<file path="src/hw/rtl/sri_divider.sv">
// Restoring divider that retires one quotient bit per cycle.
module sri_divider #(
    parameter int N = 49,
    parameter int M = 8,
    parameter int Q = 48
) (
    input  logic         clk,
    input  logic         rst_n,
    input  logic         start,
    input  logic [N-1:0] dividend,
    input  logic [M-1:0] divisor,
    output logic         busy,
    output logic [Q-1:0] quotient
);

    localparam int CW = $clog2(Q + 1);

    logic [M-1:0]  rem_reg;
    logic [Q-1:0]  low_reg;
    logic [Q-1:0]  quot_reg;
    logic [CW-1:0] count_reg;
    logic          busy_reg;
    logic [M:0]    cand;
    logic          take;

    // The upper dividend bits are known to be below the divisor, so only
    // Q quotient bits remain to be found.
    always_comb
    begin
        cand = {rem_reg, low_reg[Q-1]};
        take = cand >= {1'b0, divisor};
    end

    always_ff @(posedge clk or negedge rst_n)
    begin
        if (!rst_n)
        begin
            rem_reg   <= '0;
            low_reg   <= '0;
            quot_reg  <= '0;
            count_reg <= '0;
            busy_reg  <= 1'b0;
        end
        else if (start)
        begin
            rem_reg   <= M'(dividend[N-1:Q]);
            low_reg   <= dividend[Q-1:0];
            quot_reg  <= '0;
            count_reg <= CW'(Q);
            busy_reg  <= 1'b1;
        end
        else if (busy_reg)
        begin
            rem_reg   <= take ? M'(cand - {1'b0, divisor}) : cand[M-1:0];
            low_reg   <= {low_reg[Q-2:0], 1'b0};
            quot_reg  <= {quot_reg[Q-2:0], take};
            count_reg <= count_reg - CW'(1);
            if (count_reg == CW'(1))
            begin
                busy_reg <= 1'b0;
            end
        end
    end

    assign busy     = busy_reg;
    assign quotient = quot_reg;

endmodule

</file>
<file path="config.mk">
export PLATFORM = sky130hd
export DESIGN_NAME = sri_divider
export DESIGN_NICKNAME = d
export VERILOG_FILES = /design/src/hw/rtl/sri_divider.sv
export SDC_FILE = /design/constraint.sdc
export NUM_CORES = 1
export LEC_CHECK = 0
export BUFFER_PORTS_ARGS = -buffer_cell sky130_fd_sc_hd__buf_2
export CORE_MARGIN = 2
export CORE_UTILIZATION = 45
export DETAILED_ROUTE_END_ITERATION = 6
export PLACE_DENSITY = 0.76
export SLEW_MARGIN = 20
export SYNTH_ARGS = -nofsm -noshare
export SYNTH_HDL_FRONTEND = slang
export SYNTH_SLANG_ARGS = --single-unit
</file>
<file path="constraint.sdc">
create_clock -name clk -period 3.3 [get_ports clk]
set_clock_uncertainty 0.15 [all_clocks]
set_input_delay 0.495 -clock clk [delete_from_list [all_inputs] [get_ports clk]]
set_output_delay 0.495 -clock clk [all_outputs]
set_load 0.05 [all_outputs]
</file>
# [Word-level counts from Yosys, hierarchy flattened]
# Index checks and enable logic that the tools add are counted.
[word_totals] reg_bits=111 input_bits=60 output_inout_bits=49
[op_classes] addsub=2 magnitude_cmp=1 eq_ne=1 mux=12 n_reduce_logical=1
[ops] cell="2-to-1 mux 48 bit" count=4
[ops] cell="2-to-1 mux 8 bit" count=3
[ops] cell="2-to-1 mux 6 bit" count=2
[ops] cell="greater-or-equal comparator 9 x 8 -> 1 bit" count=1
[ops] cell="subtractor 8 bit" count=1
[ops] cell="== test 6 x 1 -> 1 bit, second input constant" count=1
[ops] cell="subtractor 6 x 1 -> 6 bit, second input constant" count=1
[ops] cell="2-to-1 mux 1 bit" count=3
[ops] cell="nonzero test 2 bit" count=1

# [Logic depth before layout (Yosys ltp)]
# Gate-level depths: netlist of run 1.
[logic_depth] word_depth=4 mapped_depth=9 depth_no_buf=9

# [Least setup slack after synthesis of run 1]
# No wires, ideal clock.
[synth_path] path_kind="input port to flip-flop" from="input port divisor[2]" to="register rem_reg[3]" t_arrival_ps=2175 required_time_ps=3063 path_slack_ps=889 path_stages=9 n_path_buf=1 cell_sequence="inv_1 ha_1 a21o_1 a31oi_1 or3_4 and3_1 buf_6 o31a_1 a211oi_2"
[synth_via] elab_chain_cells=4 elab_cells_between_ends=5 classes_between="add/sub (1); order compare (1); mux (3)"
[synth_rtl] item="start: declaration" line_no="11" rtl="input logic [M-1:0] divisor,"
[synth_rtl] item="subtractor 8 bit / greater-or-equal comparator 9 x 8 -> 1 bit (equally long branches)" line_no="54, 31"
[synth_rtl] item="2-to-1 mux 8 bit *" line_no="54" rtl="rem_reg <= take ? M'(cand - {1'b0, divisor}) : cand[M-1:0];"
[synth_rtl] item="2-to-1 mux 8 bit *" line_no="52" rtl="else if (busy_reg)"
[synth_rtl] item="2-to-1 mux 8 bit *" line_no="44" rtl="else if (start)"
[synth_rtl] item="end signal: assignment" line_no="46" rtl="rem_reg <= M'(dividend[N-1:Q]);"
[synth_rtl] item="end signal: assignment" line_no="54"
[synth_rtl] item="end: declaration" line_no="18" rtl="logic [M-1:0] rem_reg;"
# Every way passes the cells marked *; elsewhere a longest branch is shown, timed or not. The select of a mux whose other input is x is not followed.
# A chain may end at the register's enable or synchronous reset.

# [Worst setup path in the final report of run 1]
[layout_path] from="register rem_reg[1]" to="register rem_reg[1]"
[layout_via] elab_chain_cells=4
[layout_rtl] item="greater-or-equal comparator 9 x 8 -> 1 bit" line_no="31" rtl="take = cand >= {1'b0, divisor};"
[layout_rtl] item="2-to-1 mux 8 bit" line_no="54"
[layout_rtl] item="2-to-1 mux 8 bit" line_no="52"
[layout_rtl] item="2-to-1 mux 8 bit" line_no="44"
# Every way passes these cells. The select of a mux whose other input is x is not followed.

==> results of run 1 <==
-- Yosys cell counts --
| cell type | instances |
|---|---|
| nand4_1 | 2 |
| a211oi_2 | 2 |
| buf_6 | 1 |
| ha_1 | 10 |
| mux2_4 | 2 |
| a31oi_1 | 1 |
| o21ai_0 | 54 |
| dfrtp_1 | 111 |
| o22ai_1 | 2 |
| nor2b_1 | 1 |
| nand2b_1 | 7 |
| nand3b_1 | 2 |
| nor3_1 | 3 |
| or3_4 | 1 |
| a21oi_1 | 8 |
| buf_2 | 4 |
| xor2_1 | 2 |
| a311oi_1 | 3 |
| o31a_1 | 2 |
| o31ai_2 | 1 |
| inv_1 | 12 |
| buf_1 | 10 |
| mux2i_1 | 94 |
| nand3_1 | 3 |
| or3_1 | 1 |
| xnor2_1 | 5 |
| nor4_1 | 1 |
| clkbuf_1 | 17 |
| or2_2 | 1 |
| and3_1 | 1 |
| a21o_1 | 2 |
| nand2_1 | 57 |
| nor2_1 | 63 |
| fa_1 | 1 |
| o21a_1 | 2 |
| a211oi_1 | 6 |
-- cells by family after synthesis --
group,Yosys count,share of synthesized area
compound gates,83,0.0931
xor+xnor,7,0.0118
fa+ha+maj,11,0.0278
buf+inv,44,0.0341
flops,111,0.533
mux,96,0.186
simple gates,143,0.114
-- per-stage QoR --
stage / utilization / instances / total power [mW] / hold WS (ns) / cell area, sq um
after global placement: 0.517 / 720 / 2.25 / 0.344 / 5880
after global routing: 0.543 / 736 / 3.50 / 0.0225 / 6170
after CTS: 0.543 / 736 / 3.34 / 0.00369 / 6170
after floorplan: - / 495 / 2.10 / 0.0494 / 5210
after detailed placement: 0.517 / 720 / 2.27 / 0.362 / 5880
final: 0.543 / 736 / 3.30 / -0.00818 / 6170
-- how the worst max path moves through the flow --
stage,from,to,cells after the start
after floorplan,divisor[2],rem_reg[3],9
after global placement,divisor[2],rem_reg[1],9
after detailed placement,divisor[2],rem_reg[1],9
after CTS,rem_reg[1],rem_reg[3],7
after global routing,rem_reg[5],rem_reg[1],7
final,rem_reg[1],rem_reg[1],7
-- area by class of cell --
type / instances / share of cell area
tap: 143 / 0.0290
multi-input combinational: 340 / 0.366
clock buffer: 10 / 0.0371
inverter: 12 / 0.00730
sequential: 111 / 0.451
clock inverter: 6 / 0.00994
timing repair buffer: 114 / 0.0998
-- layer usage --
metal  routed length [um]  share of wire
met1                 4590           0.46
met2                 4830           0.49
met3                  396          0.040
met4                  122          0.012
met5                    0              0
-- report_power, final --
part | internal, mW | leakage [nW] | switching (mW)
logic | 0.303 | 2.10 | 0.393
registers | 1.47 | 1.44 | 0.0831
clock network | 0.586 | 0.142 | 0.460
total | 2.36 | 3.68 | 0.936
==> key figures, run 1 <==
Placed design
  • Dpl hpwl: between 6000 and 7000 um
  • Port Buffers: ~110
  • Final RePlAce weighted congestion: 0.846
  • Dpl ws: between 0.6 and 0.7 ns

Clocking
  • Deepest clock path buffer count: 2
  • Clock transition at the registers of the reported paths: 0.07 ns
  • Total number of H-tree levels: 3
  • Post-CTS Hold Fix Bufs: 0
  • Post-CTS setup buffer count: 0
  • Root Driver: clkbuf_16
  • CTS buffer count: 9
  • Clock latency on the worst-skew pair: around 0.33 ns
  • TritonCTS Sinks: about 110
  • CTS resizes: 0
  • CTS tree: done

Final layout
  • Layout cell share with drive strength beyond 1: 0.231
  • Layout area overhead: 18.3%
  • Antenna cells: 0
  • Area of the multi-input gates: between 2000 and 2500 sq um
  • Most common cell after layout, fill and taps aside: dfrtp_1
  • # fillers: approximately 1000
  • Highest-count cells in the layout ignoring fill and taps: 110 x dfrtp_1, 106 x buf_2, 94 x mux2i_1, 63 x nor2_1, 57 x nand2_1
  • NumNets Final: about 660
  • Reg area: about 2800 sq um

Critical path
  • Crit-path max cell delay: 0.41 ns
  • R2R cell count: 7
  • Cell family with most CP delay: simple AND/OR/NAND/NOR gates
  • WP data required: between 3 and 4 ns
  • Reg-to-reg slack, setup: 0.84 ns
  • Data arrival, critical path: between 2 and 3 ns
  • Critical Path, Cell by Cell: ha_1 -> a21o_1 -> a31oi_1 -> or3_4 -> and3_1 -> mux2_4 -> a211oi_2
  • CP Buf/Inv Count: 0
  • Worst Path Class, Setup: flop to flop
  • Reg2Reg Launch Point: rem_reg[1]
  • Crit start category: flop
  • RR Endpoint: rem_reg[1]
  • CP endpoint kind: flop
  • Crit-path max FO: 8
  • Cell with the largest stage delay on the worst path: dfrtp_1

Yosys
  • Yosys reg bits: approximately 110
  • Synthesis Warnings: 0
  • Cell Area, Synth: roughly 5200 sq um
  • Area contributors post-synth: dfrtp_1 53%, mux2i_1 18%, o21ai_0 5.2%, nor2_1 4.5%, nand2_1 4.1%
  • Yosys top cell area share: 0.533
  • Sequential share of the synthesized area: 0.533
  • Synth Instances: between 400 and 500
  • Distinct cell type count after synthesis: 36
  • Yosys top cell by area: dfrtp_1
  • Syn Area/Cell: 10.5 sq um
  • Syn_nets: roughly 570

STA
  • Unrepaired setup endpoints after global routing: no
  • Setup Viol. Count Final: 0
  • Max Fclk: between 400 and 500 MHz
  • Measured slew at the worst slew-check pin: ~0.84 ns
  • Fin crit period: roughly 2.5 ns
  • Worst hold slack: -0.00818 ns
  • Final Worst Setup Slack: 0.843 ns
  • Relative slew slack: 0.437
  • Slew Viols, Final: 0
  • Fin. Hold Viols: 5
  • TNS Setup: 0 ns
  • Crit share post-route: 0.745

Route
  • Residual DRC count: 0
  • Number of DRC markers in iteration 0: 200
  • Antenna Nets Post-Route: 0
  • Vias/cell: 5.08
  • DRT Wirelength: between 9000 and 10000 um
  • Routed WL per cell: around 14 um
  • 1st-pass router iterations: 4
  • Via count: roughly 3700

Global routing
  • Busiest grt layer: met2
  • Grt ovf: 0
  • M2 GR Usage: 0.274
  • Vias in the first global route: roughly 3600
  • Initial antenna violation count: 0
  • Total track usage: 0.165
  • M1 GR Usage: 0.218
  • Met3 Use GR: 0.0381
  • Largest net degree at the start of global routing: around 100
  • First-pass GRT wire length: ~17000 um

Run
  • Max-cap violations: 0

Floorplan
  • DIE WIDTH: roughly 110 um
  • Starting Density: 0.458
  • FP Rows: 39
  • Core area: 11400 sq um
  • Die area: around 12000 sq um
  • IO Pins: roughly 110
  • Die height: roughly 110 um

Power and ir drop
  • PwrDens: 535 nW/um^2
  • Leak Pwr: around 3.7 nW
  • Peak VDD IR: around 0.00036 V

Outcome
  • Status: finished with violations
  • Violations in the final reports: negative hold slack

Worst hold path
  • Hold Path Class: primary input to asynchronous set/reset pin
Note: power is estimated with default switching activity, not from simulation.
==> run 2: changes to the inputs <==
- ABC_AREA: unset -> 1
- clock period: 3.3 -> 2.4 ns (I/O delays scaled with it)
==> key figures, run 2 <==
Yosys
  • Synth Area in Simple Gates: 0.140
  • Asr flop ratio synth: 1.00
  • Yosys top cell area share: 0.531
  • Compound-Gate Fraction of Synth Area: 0.177
  • Xor/xnor share of the synthesized area: 0.00503
  • Post-synth top cells: 114 x inv_1, 114 x nand2_1, 111 x dfrtp_1, 47 x o22ai_1, 39 x o21ai_0
  • Synthesis Warnings: 0
  • Syn Area/Cell: 8.98 sq um
  • Syn_nets: roughly 650
  • Synth Area in Adders: 0.0278
  • Top_reg_cell synth: dfrtp_1
  • Cell Area, Synth: between 5000 and 6000 sq um
  • Distinct cell type count after synthesis: 34
  • Yosys reg bits: between 100 and 150
  • Area contributors post-synth: dfrtp_1 53%, inv_1 8.2%, nand2_1 8.2%, o22ai_1 5.6%, o211ai_1 5.3%
  • Post-synthesis mux area share: 0
  • Yosys top cell by area: dfrtp_1
  • Sequential share of the synthesized area: 0.531
  • Main combinational cell family by area after synthesis: compound AO/OA/AOI/OAI gates
  • Synth Instances: approximately 580
  • Post-synth EDFFs: 0

Placed design
  • Port Buffers: ~110
  • Final RePlAce weighted congestion: just under 0.9
  • Post-DP Area: a little under 6000 sq um
  • Dpl hpwl: ~7600 um

Route
  • Antenna Nets Post-Route: 0
  • Via count: 4184
  • Vias/cell: between 5 and 6
  • Residual DRC count: 0
  • DRT Wirelength: approximately 11000 um
  • Number of DRC markers in iteration 0: 421
  • Routed WL per cell: 13.4 um
  • 1st-pass router iterations: 4

Run
  • Max-cap violations: 0

Critical path
  • CP Depth: 11
  • Crit-path max cell delay: 0.42 ns
  • Crit-path most repeated cell: nand2_1
  • Crit start category: flop
  • Data arrival, critical path: between 1.5 and 2 ns
  • Critical Path, Cell by Cell: ha_1 -> nand2_1 -> nand2_1 -> nand2_1 -> nand2_1 -> nor2_4 -> nand2_8 -> nand2_2 -> nand2_1 -> nand2_1 -> nand2_1
  • CP Buf/Inv Count: 0
  • Worst Path Class, Setup: flop to flop
  • Cell with the largest stage delay on the worst path: dfrtp_1
  • Cell family with most CP delay: simple AND/OR/NAND/NOR gates
  • R2R cell count: 11
  • CP endpoint kind: flop
  • WP data required: 2.48 ns
  • Crit-path max FO: 9

STA
  • Setup Viol. Count Final: 0
  • Slew Viols, Final: 0
  • Unrepaired setup endpoints after global routing: no
  • Max Fclk: 532 MHz
  • Fin. Hold Viols: 0
  • Crit share post-route: 0.783
  • Relative slew slack: 0.681
  • Fin crit period: between 1.5 and 2 ns
  • TNS Setup: 0 ns
  • Measured slew at the worst slew-check pin: between 0.4 and 0.5 ns

Clocking
  • CTS tree: done
  • Total number of H-tree levels: 3
  • Clock transition at the registers of the reported paths: 0.07 ns
  • Clock latency on the worst-skew pair: ~0.34 ns
  • CTS resizes: 0
  • CTS buffer count: 9
  • Deepest clock path buffer count: 2
  • Root Driver: clkbuf_16
  • TritonCTS Sinks: approximately 110
  • Post-CTS setup buffer count: 0

Final layout
  • Final instance area: between 6000 and 7000 sq um
  • NumNets Final: ~750
  • Layout cell share with drive strength beyond 1: 0.214
  • Highest-count cells in the layout ignoring fill and taps: 114 x inv_1, 114 x nand2_1, 111 x dfrtp_1, 107 x buf_2, 47 x o22ai_1
  • Area of the multi-input gates: between 1500 and 2000 sq um
  • Reg area: approximately 2800 sq um
  • Antenna cells: 0
  • # fillers: around 1100
  • Layout area overhead: 18.1%

Floorplan
  • DIE WIDTH: approximately 110 um
  • Die height: ~110 um
  • Starting Density: 0.460
  • Die area: roughly 12000 sq um
  • Core area: approximately 11000 sq um
  • IO Pins: about 110
  • FP Rows: 39

Power and ir drop
  • PwrDens: 773 nW/um^2
  • Peak VDD IR: between 0.0004 and 0.0005 V
  • Leak Pwr: roughly 3.2 nW

Global routing
  • Largest net degree at the start of global routing: 126
  • Vias in the first global route: about 4100
  • Total track usage: 0.181
  • Initial antenna violation count: 0
  • First-pass GRT wire length: approximately 19000 um
  • Grt ovf: 0

Worst hold path
  • Hold Path Class: primary input to flop
  • Hold path cells: 3

Outcome
  • Status: finished, final reports clean
run 2: worst paths after layout:
check	startpoint	endpoint	slack, ns
max	rem_reg[5]	rem_reg[1]	0.52
min	dividend[0]	low_reg[0]	0.09
max reg2reg	rem_reg[5]	rem_reg[1]	0.52
min reg2reg	low_reg[5]	low_reg[6]	0.34
max in group asynchronous	rst_n	low_reg[1]	1.07
min in group asynchronous	rst_n	quotient[33]	0.35
run 2: metrics by stage:
| step | power [mW] | std cells | setup slack [ns] | util | hold WS [ns] |
|---|---|---|---|---|---|
| final | 4.77 | 825 | 0.522 | 0.543 | 0.0949 |
| after global routing | 5.05 | 825 | 0.377 | 0.543 | 0.105 |
| after CTS | 4.81 | 825 | 0.518 | 0.543 | 0.0806 |
| after detailed placement | 3.36 | 808 | 0.469 | 0.516 | 0.188 |
| after global placement | 3.31 | 808 | 0.534 | 0.516 | 0.184 |
| after floorplan | 3.04 | 582 | 0.696 | - | -0.0856 |
run 2: power by group:
group	internal, mW	leakage (nW)	switching [mW]	total, mW
combinational	0.456	1.66	0.733	1.19
sequential	2.03	1.40	0.116	2.15
clock	0.748	0.144	0.690	1.44
total	3.23	3.20	1.54	4.77
run 2: cell type report:
class                   count  area share
inverters                 118      0.0720
flip-flops and latches    111       0.450
clock buffers              10      0.0387
repair buffers            115       0.105
multi-input cells         322       0.297
well taps                 143      0.0290
clock inverters             6     0.00852
run 2: cells by family (layout without fill, tap and decap cells):
kind of cell | after synthesis | after routing
xor+xnor | 3 | 3
simple gates | 159 | 159
flops | 111 | 111
buf+inv | 149 | 249
compound gates | 149 | 149
fa+ha+maj | 11 | 11
run 2: timing repair:
action / 4_1_cts / 5_1_grt
endpoints found under the hold margin: 33 / 0
hold buffers: 1 / 0
setup endpoints to repair: 0 / 0
run 2: routing by layer:
layer / share of wire / up-vias / GRT usage / wire, um
met5: 0 / - / 0 / 0
met4: 0.0096 / 0 / 0.0469 / 106
met3: 0.042 / 10 / 0.0343 / 467
met2: 0.49 / 102 / 0.299 / 5390
met1: 0.46 / 1973 / 0.248 / 5100
li1: - / 2099 / - / -
run 2: worst min-delay path, stage by stage:
cell,delay (ns)
buf_2,0.08
nand2_1,0.05
o21ai_1,0.06
